<file path="config.mk">
export PLATFORM = sky130hd
export DESIGN_NAME = rational_approximation
export DESIGN_NICKNAME = d
export VERILOG_FILES = /design/src/rtl/ratapx_pkg.sv /design/src/rtl/ratapx_mulcmp.sv /design/src/rtl/rational_approximation.sv
export SDC_FILE = /design/constraint.sdc
export NUM_CORES = 2
export LEC_CHECK = 0
export ABC_AREA = 1
export BUFFER_PORTS_ARGS = -buffer_cell sky130_fd_sc_hd__buf_4
export CORE_UTILIZATION = 45
export CTS_CLUSTER_DIAMETER = 120
export DETAILED_ROUTE_END_ITERATION = 8
export GPL_TIMING_DRIVEN = 0
export PLACE_DENSITY = 0.68
export SLEW_MARGIN = 20
export SYNTH_ARGS = -nofsm -noshare
export SYNTH_HDL_FRONTEND = slang
export SYNTH_SLANG_ARGS = --single-unit
</file>
<file path="constraint.sdc">
create_clock -name clk_i -period 9 [get_ports clk_i]
set_clock_uncertainty 0.1 [all_clocks]
set_input_delay 0.45 -clock clk_i [delete_from_list [all_inputs] [get_ports clk_i]]
set_output_delay 0.45 -clock clk_i [all_outputs]
set_load 0.01 [all_outputs]
</file>
<file path="src/rtl/ratapx_pkg.sv">
// shared constants for the rational approximation block
package ratapx_pkg;

  // width of the fixed-point input value
  localparam int unsigned VALUE_W = 32;

  // width of the saturated magnitude of the input
  localparam int unsigned MAG_W = VALUE_W - 1;

endpackage

</file>
<file path="src/rtl/ratapx_mulcmp.sv">
// shared multiply unit and wide compare for one mediant test
module ratapx_mulcmp #(
  parameter int unsigned FRAC_BITS = 16,
  parameter int unsigned DEN_BITS  = 16
) (
  input  logic                                 clk_i,
  input  logic                                 load_i,
  input  logic                                 recip_i,
  input  logic [ratapx_pkg::MAG_W-1:0]         mag_i,
  input  logic [DEN_BITS:0]                    mn_i,
  input  logic [DEN_BITS:0]                    md_i,
  output logic                                 gt_o
);
  import ratapx_pkg::*;

  localparam int unsigned MW = DEN_BITS + 1;
  localparam int unsigned PW = MAG_W + MW;
  localparam int unsigned SW = MW + FRAC_BITS;
  localparam int unsigned CW = (PW > SW) ? PW : SW;

  logic [PW-1:0] prod_q;
  logic [SW-1:0] shl_q;
  logic [MW-1:0] mul_b;
  logic [CW-1:0] prod_x;
  logic [CW-1:0] shl_x;

  // the magnitude is always one factor, the other is the mediant term
  assign mul_b = recip_i ? mn_i : md_i;

  // product and shifted term, registered for the compare cycle
  always_ff @(posedge clk_i) begin
    if (load_i) begin
      prod_q <= PW'(mag_i) * PW'(mul_b);
      shl_q  <= recip_i ? {md_i, {FRAC_BITS{1'b0}}} : {mn_i, {FRAC_BITS{1'b0}}};
    end
  end

  // value above mediant: the mediant becomes the lower bound
  assign prod_x = CW'(prod_q);
  assign shl_x  = CW'(shl_q);
  assign gt_o   = recip_i ? (shl_x > prod_x) : (prod_x > shl_x);

endmodule

</file>
<file path="src/rtl/rational_approximation.sv">
// rational approximation of a fixed-point value by a stern-brocot mediant walk
//
//  channel   dir  beat contents
//  s_axis    in   tdata: value (32, signed fixed point, FRAC_BITS fraction bits)
//  m_axis    out  tdata: numerator (DEN_BITS+1, signed), denominator (DEN_BITS)
//  cfg       in   cfg_data_i: max_denominator (DEN_BITS), no index
//
// each walk step is one pass through the shared multiplier (ST_MUL) and the
// wide compare with bound update (ST_CMP).
// s_axis_tready is high only while the walker is idle; a result waiting in the
// output register does not block the next input, only the next result load.
// reset clears the control state and sets max_denominator to 1000.
module rational_approximation #(
  parameter int unsigned FRAC_BITS = 16,
  parameter int unsigned DEN_BITS  = 16
) (
  input  logic                                         clk_i,
  input  logic                                         rst_ni,
  // tdata: value
  input  logic [ratapx_pkg::VALUE_W-1:0]               s_axis_tdata,
  input  logic                                         s_axis_tvalid,
  output logic                                         s_axis_tready,
  // tdata: numerator, denominator, zero fill
  output logic [((2*DEN_BITS+1+7)/8)*8-1:0]            m_axis_tdata,
  output logic                                         m_axis_tvalid,
  input  logic                                         m_axis_tready,
  input  logic [DEN_BITS-1:0]                          cfg_data_i,
  input  logic                                         cfg_valid_i,
  output logic                                         cfg_ready_o
);
  import ratapx_pkg::*;

  localparam int unsigned MW     = DEN_BITS + 1;
  localparam int unsigned OUT_W  = 2 * DEN_BITS + 1;
  localparam int unsigned OUT_TW = ((OUT_W + 7) / 8) * 8;
  localparam logic [DEN_BITS-1:0] MAXDEN_RST = DEN_BITS'(1000);
  localparam logic [VALUE_W:0]    ONE_Q      = (VALUE_W + 1)'(1) << FRAC_BITS;
  localparam logic [VALUE_W-1:0]  MOST_NEG   = {1'b1, {(VALUE_W-1){1'b0}}};

  typedef enum logic [1:0] {
    ST_IDLE,
    ST_MUL,
    ST_CMP,
    ST_FIN
  } state_e;

  state_e state_q;
  logic [DEN_BITS-1:0] max_q;
  logic [MAG_W-1:0]    mag_q;
  logic                neg_q;
  logic                recip_q;
  logic [MW-1:0]       ln_q, ld_q, un_q, ud_q, mn_q, md_q;
  logic                out_valid_q;
  logic [OUT_W-1:0]    out_data_q;

  logic                in_beat;
  logic [VALUE_W-1:0]  neg_raw;
  logic [MAG_W-1:0]    mag_w;
  logic                recip_w;
  logic                gt;
  logic [DEN_BITS-1:0] rn, rd, num, den;
  logic [DEN_BITS:0]   num_s;
  logic                lower_over;

  assign in_beat       = s_axis_tvalid && s_axis_tready;
  assign s_axis_tready = (state_q == ST_IDLE);
  assign cfg_ready_o   = 1'b1;

  // sign split and saturated magnitude
  assign neg_raw = -s_axis_tdata;
  always_comb begin
    if (s_axis_tdata == MOST_NEG) begin
      mag_w = {MAG_W{1'b1}};
    end else if (s_axis_tdata[VALUE_W-1]) begin
      mag_w = neg_raw[MAG_W-1:0];
    end else begin
      mag_w = s_axis_tdata[MAG_W-1:0];
    end
  end
  assign recip_w = {2'b00, mag_w} > ONE_Q;

  // shared multiply and compare unit
  ratapx_mulcmp #(
    .FRAC_BITS (FRAC_BITS),
    .DEN_BITS  (DEN_BITS)
  ) u_mulcmp (
    .clk_i   (clk_i),
    .load_i  (state_q == ST_MUL),
    .recip_i (recip_q),
    .mag_i   (mag_q),
    .mn_i    (mn_q),
    .md_i    (md_q),
    .gt_o    (gt)
  );

  // final choice of bound, swap for the reciprocal walk, sign
  assign lower_over = ld_q > MW'(max_q);
  assign rn         = lower_over ? un_q[DEN_BITS-1:0] : ln_q[DEN_BITS-1:0];
  assign rd         = lower_over ? ud_q[DEN_BITS-1:0] : ld_q[DEN_BITS-1:0];
  assign num        = recip_q ? rd : rn;
  assign den        = recip_q ? rn : rd;
  assign num_s      = neg_q ? -{1'b0, num} : {1'b0, num};

  // configuration register
  always_ff @(posedge clk_i or negedge rst_ni) begin
    if (!rst_ni) begin
      max_q <= MAXDEN_RST;
    end else if (cfg_valid_i && cfg_ready_o) begin
      max_q <= cfg_data_i;
    end
  end

  // walk sequencer and output register
  always_ff @(posedge clk_i or negedge rst_ni) begin
    if (!rst_ni) begin
      state_q     <= ST_IDLE;
      out_valid_q <= 1'b0;
    end else begin
      // result valid: set by the final step, cleared by an accepted beat
      if (state_q == ST_FIN && (!out_valid_q || m_axis_tready)) begin
        out_valid_q <= 1'b1;
      end else if (m_axis_tvalid && m_axis_tready) begin
        out_valid_q <= 1'b0;
      end
      case (state_q)
        ST_IDLE: begin
          if (in_beat) begin
            state_q <= (max_q == '0) ? ST_FIN : ST_MUL;
          end
        end
        ST_MUL: begin
          state_q <= ST_CMP;
        end
        ST_CMP: begin
          // the replaced bound is the mediant, so it alone can pass the limit
          state_q <= (md_q <= MW'(max_q)) ? ST_MUL : ST_FIN;
        end
        ST_FIN: begin
          if (!out_valid_q || m_axis_tready) begin
            state_q <= ST_IDLE;
          end
        end
        default: begin
          state_q <= ST_IDLE;
        end
      endcase
    end
  end

  // walk datapath: bounds, mediant and operand registers
  always_ff @(posedge clk_i) begin
    if (in_beat) begin
      mag_q   <= mag_w;
      neg_q   <= s_axis_tdata[VALUE_W-1];
      recip_q <= recip_w;
      ln_q    <= MW'(0);
      ld_q    <= MW'(1);
      un_q    <= MW'(1);
      ud_q    <= MW'(1);
      mn_q    <= MW'(1);
      md_q    <= MW'(2);
    end else if (state_q == ST_CMP) begin
      if (gt) begin
        ln_q <= mn_q;
        ld_q <= md_q;
        mn_q <= mn_q + un_q;
        md_q <= md_q + ud_q;
      end else begin
        un_q <= mn_q;
        ud_q <= md_q;
        mn_q <= ln_q + mn_q;
        md_q <= ld_q + md_q;
      end
    end
    if (state_q == ST_FIN && (!out_valid_q || m_axis_tready)) begin
      out_data_q <= {den, num_s};
    end
  end

  assign m_axis_tvalid = out_valid_q;
  assign m_axis_tdata  = OUT_TW'(out_data_q);

endmodule

</file>
After elaboration in Yosys (flattened, before gate mapping)

Cells that the tools add are included.

Flip-flop bits (word level): 268
Bits of input ports: 53
Output and inout bits: 43

Add/subtract/negate cells: 6
$mul: 1
Order comparisons: 5
Equality and inequality tests: 6
Multiplexer cells: 19
Bitwise operators: 1
Reductions and logical operators: 11

Operators with widths:

| cell                                                                   | number |
|---|---|
| 16-bit 2-to-1 mux                                                      | 5 |
| 17-bit adder                                                           | 4 |
| 31-bit 2-to-1 mux                                                      | 2 |
| 17-bit 2-to-1 mux                                                      | 3 |
| 33-bit by 48-bit > comparator with 1-bit output                        | 1 |
| 48-bit by 33-bit > comparator with 1-bit output                        | 1 |
| 31-bit by 17-bit multiplier with 48-bit output                         | 1 |
| 33-bit 2-to-1 mux                                                      | 1 |
| 32-bit equality test, second input constant                            | 1 |
| 31-bit by 17-bit > comparator with 1-bit output, second input constant | 1 |
| 31-bit negation                                                        | 1 |
| 17-bit by 16-bit > comparator with 1-bit output                        | 1 |
| 17-bit by 16-bit <= comparator with 1-bit output                       | 1 |
| 16-bit negation with 17-bit output                                     | 1 |
| 16-bit zero test                                                       | 1 |
| 2-bit 2-to-1 mux                                                       | 4 |
| 2-bit case mux with 4 select lines                                     | 1 |
| 2-bit AND reduction                                                    | 3 |
| 2-bit equality test, second input constant                             | 2 |
| 2-bit by 1-bit != test with 1-bit output, second input constant        | 2 |
| 1-bit logical AND                                                      | 3 |
| 1-bit 2-to-1 mux                                                       | 3 |
| 2-bit by 1-bit equality test with 1-bit output, second input constant  | 1 |
| 2-bit zero test                                                        | 1 |
| 4 further kinds                                                        | 4 |

Longest topological paths before layout

Word-level depth: 5
Depth in mapped cells: 34
Mapped depth without buffers: 32

Modules after synthesis

From an unflattened synthesis, not the netlist that was laid out.

Cells, all modules: 4199
Area, all modules: 31956.9 um2

Modules (own cells, without submodules):

| module                 | instances | cells an instance | area an instance (um2) | sequential area each (um2) |
|---|---|---|---|---|
| ratapx_mulcmp          | 1         | 2660              | 20562.2                | 1951.9 |
| rational_approximation | 1         | 1539              | 11394.7                | 4506.8 |

Worst setup path after synthesis

Ideal clock, no wire load.

Path kind: register to register
Start: register recip_q
End: register u_mulcmp.prod_q[40], data pin
Library setup time: 252 ps
Arrival: 6364 ps
Required time: 8648 ps
Path slack: 2284 ps
Cell stages (with the launch flop): 30
Path buffers: 3
Period minus slack after synthesis: 6716 ps
Cells stage by stage: edfxtp_1 clkbuf_1 clkbuf_1 nand2_1 o21ai_1 clkbuf_1 nor2_1 fa_1 inv_1 fa_1 fa_1 inv_1 fa_1 fa_1 inv_1 fa_1 inv_1 ha_1 nand2_1 nor2_1 inv_1 o21ai_0 nand2_1 nand3_1 nand2_1 nand3_1 a21boi_0 nand2_1 nand3_1 nand2_1

Word-level cells in the longest chain between the ends: 2

Ends and longest elaborated chain:

| what                                           | RTL line                      | source |
|---|---|---|
| start, declared                                | rational_approximation.sv:51  | `logic recip_q;` |
| start signal, assigned                         | rational_approximation.sv:155 | `recip_q <= recip_w;` |
| 17-bit 2-to-1 mux                              | ratapx_mulcmp.sv:28           | `assign mul_b = recip_i ? mn_i : md_i;` |
| 31-bit by 17-bit multiplier with 48-bit output | ratapx_mulcmp.sv:33           | `prod_q <= PW'(mag_i) * PW'(mul_b);` |
| end signal, assigned                           | ratapx_mulcmp.sv:33           |  |
| end, declared                                  | ratapx_mulcmp.sv:21           | `logic [PW-1:0] prod_q;` |

No other way between the ends.
A chain may end at the register's enable or synchronous reset.

Worst setup path after layout

Ends and elaborated chain as after synthesis.

==> results_dict.tcl <==
set metrics [dict create \
    gr-usage-all-layers_pct 27.0 \
    timing.final.ws_setup_ns 0.353 \
    library_cell_used_as_clock_root_buffer "clkbuf_16" \
    cap_violations 0 \
    place_congestion 0.970 \
    ff2ff_setup_slack_ns 0.35 \
    clock_pin_slew_worst_setup_and_hold_paths_ns 0.06 \
    placed_area_sq_mm 0.0329 \
    die_width_um 264 \
    synth.lib_cells_used.distinct 58 \
    chipHeight_um 264 \
    areaGrowthSynthToFinish_pct 10.1 \
    finalSetupViolCount 0 \
    min_period_ns 8.65 \
    final_hold_viol_count 0 \
    max_clock_freq_ghz 0.116 \
    initial_core_util_pct 45.8 \
    number_of_remaining_drc_errors 0 \
    most_common_library_cell_in_the_layout_ignoring_fill_and_taps "inv_1" \
    firstDrtPassIters 6 \
    maxSlewViolCount 0 \
    cp.required_ns 9.26 \
    dp.cells 4907 \
    boundaryPins 96 \
    grt_pass1_vias 26600 \
    grt_max_degree 33 \
    detailedPlace.worstSlack_ns 0.330 \
    tritoncts.num_buffers 30 \
    holdCritPathClass "in2reg" \
    cpPeakStageDelay_ns 0.62 \
    postRouteAntennaNets 0 \
    clockBufferDepth 3 \
    count_of_buffers_from_port_buffering 87 \
    grt_setup_unrepaired "no" \
    yosys_warnings 0 \
    row_count 95 \
    post_synth.cell_area_avg_sq_um 7.88 \
    worst-slew-pin-transition_ns 1.20 \
    status "complete, no violations" \
    syn-cell-area_sq_mm 0.0310 \
    htreeDepth 1 \
    vias 26200 \
    worst_path_max_delay_cell "clkbuf_1" \
    arrival_ns 8.90 \
    synth_seq_area_share_pct 20.8 \
    antenna_found_initial 0 \
    clock-sinks 252 \
    final_net_count 4779 \
    dp_hpwl_mm 76.8 \
    grt_first_pass_wirelength_mm 145 \
    worstSetupPathType "reg2reg" \
    diodes 0 \
    route.detailed.wl_per_inst_um 18.6 \
    synth-edff-count 131 \
    cts_tree "yes" \
    globalRoute.totalOverflow 0 \
    post-route-cell-area_sq_mm 0.0341 \
    aggregate_negative_setup_slack_ns 0 \
    cp_max_fo 10 \
    syn-instance-count 3936 \
    fillerInstances 6549 \
    dr.first_iter.drc_count 1936 \
    ys.flop_type "edfxtp_1" \
    design.die.area_sq_mm 0.0700 \
    detail_route.vias_per_cell 5.26 \
    insertion_delay_ns 0.61 \
    crit_path_start_kind "flop" \
    final-instance-count-excl-fill 4982 \
    min_period_over_period_pct 96.1 \
    cp-end-kind "flop" \
    max-slew-margin-rel_pct 19.6 \
    final_layout_size_suffix_gt1_share_pct 5.45 \
    ys_ff_latch 252 \
    totalWireLength_mm 92.5 \
    coreArea_sq_mm 0.0676 \
    async_flop_share_pct 7.54 \
    final_cell_mix "inv_1 (839), nand2_1 (826), fa_1 (436), nor2_1 (375), o21ai_0 (224)" \
]
## routing by layer
metal	global-route usage, %	share of wire, %	up-vias
li1	-	-	12300
met4	14.5	6.2	0
met5	0	0	-
met1	32.5	39	12600
met2	46.0	47	1047
met3	4.66	8.0	259
## sequential cells by signal, indices dropped and copies added (netlist names)
name / cells
ld_q: 17
ln_q: 17
m_axis_tvalid: 1
mag_q: 31
max_q: 16
md_q: 17
mn_q: 17
neg_q: 1
out_data_q: 33
recip_q: 1
state_q: 2
u_mulcmp.prod_q: 48
u_mulcmp.shl_q: 17
ud_q: 17
un_q: 17
## cell families (layout without fill, tap and decap cells)
logic type | Yosys count | in the layout | share of synthesized area, %
other | 2 | 8 | 0.0242
buffers and inverters | 999 | 1166 | 12.3
muxes | 1 | 1 | 0.0363
adders and majority gates | 641 | 641 | 36.4
xor gates and xnor gates | 88 | 88 | 2.49
and+or+nand+nor | 1444 | 1444 | 18.9
AOI/OAI and AO/OA | 509 | 509 | 8.96
DFF | 252 | 252 | 20.8
## per-stage QoR
| step | hold WS [ns] | util [%] |
|---|---|---|
| floorplan | 0.0544 | - |
| global placement | 0.235 | 48.5 |
| detailed placement | 0.240 | 48.6 |
| CTS | 0.00135 | 50.5 |
| global route | 0.0299 | 50.5 |
| finish | 0.0235 | 50.5 |
## cells in the mapped netlist, types with 20 or more instances
master / count / area, sq um
o211ai_1: 21 / 158
nor2_1: 378 / 1420
a21oi_1: 177 / 886
nand4_1: 20 / 125
nand3_1: 143 / 716
ha_1: 205 / 2560
inv_1: 839 / 3150
edfxtp_1: 131 / 3930
nor3_1: 21 / 105
nand2_1: 826 / 3100
dfxtp_1: 102 / 2040
a31oi_1: 21 / 131
xor2_1: 60 / 526
fa_1: 436 / 8730
clkbuf_1: 114 / 428
o21ai_0: 228 / 1140
xnor2_1: 28 / 245
## cell type report
type / count / area [sq um] / area share (%)
flip-flops and latches: 252 / 6460 / 18.9
clock buffers: 45 / 920 / 2.69
inverters: 848 / 3180 / 9.32
plain buffers: 150 / 638 / 1.87
multi-input cells: 2691 / 20800 / 60.9
well taps: 873 / 1090 / 3.20
repair buffers: 112 / 948 / 2.78
clock inverters: 11 / 119 / 0.348
## worst paths after layout
check / from / to / cells past startpoint
max: recip_q / u_mulcmp.prod_q[40] / 29
min: s_axis_tvalid / state_q[1] / 3
max reg2reg: recip_q / u_mulcmp.prod_q[40] / 29
min reg2reg: un_q[3] / un_q[3] / 2
max in group asynchronous: rst_ni / max_q[9] / 2
min in group asynchronous: rst_ni / max_q[14] / 2
## repair_timing
| item | 4_1_cts | 5_1_grt |
|---|---|---|
| setup buffers | 0 | 0 |
| resized for setup | 0 | 4 |
| hold buffers | 20 | 0 |
| endpoints found under the setup margin | 0 | 4 |
| endpoints found under the hold margin | 37 | 0 |
## critical path, delay by kind of cell (launching register included)
kind,cells,cell delay (ns)
buffers and inverters,8,1.92
and+or+nand+nor,11,1.28
adders and majority gates,7,3.59
AOI/OAI and AO/OA,3,1.09
DFF,1,0.40
Power is left out: the tool's default activity adds up to more than one toggle a clock period on the data nets, which glitch-free logic cannot reach.
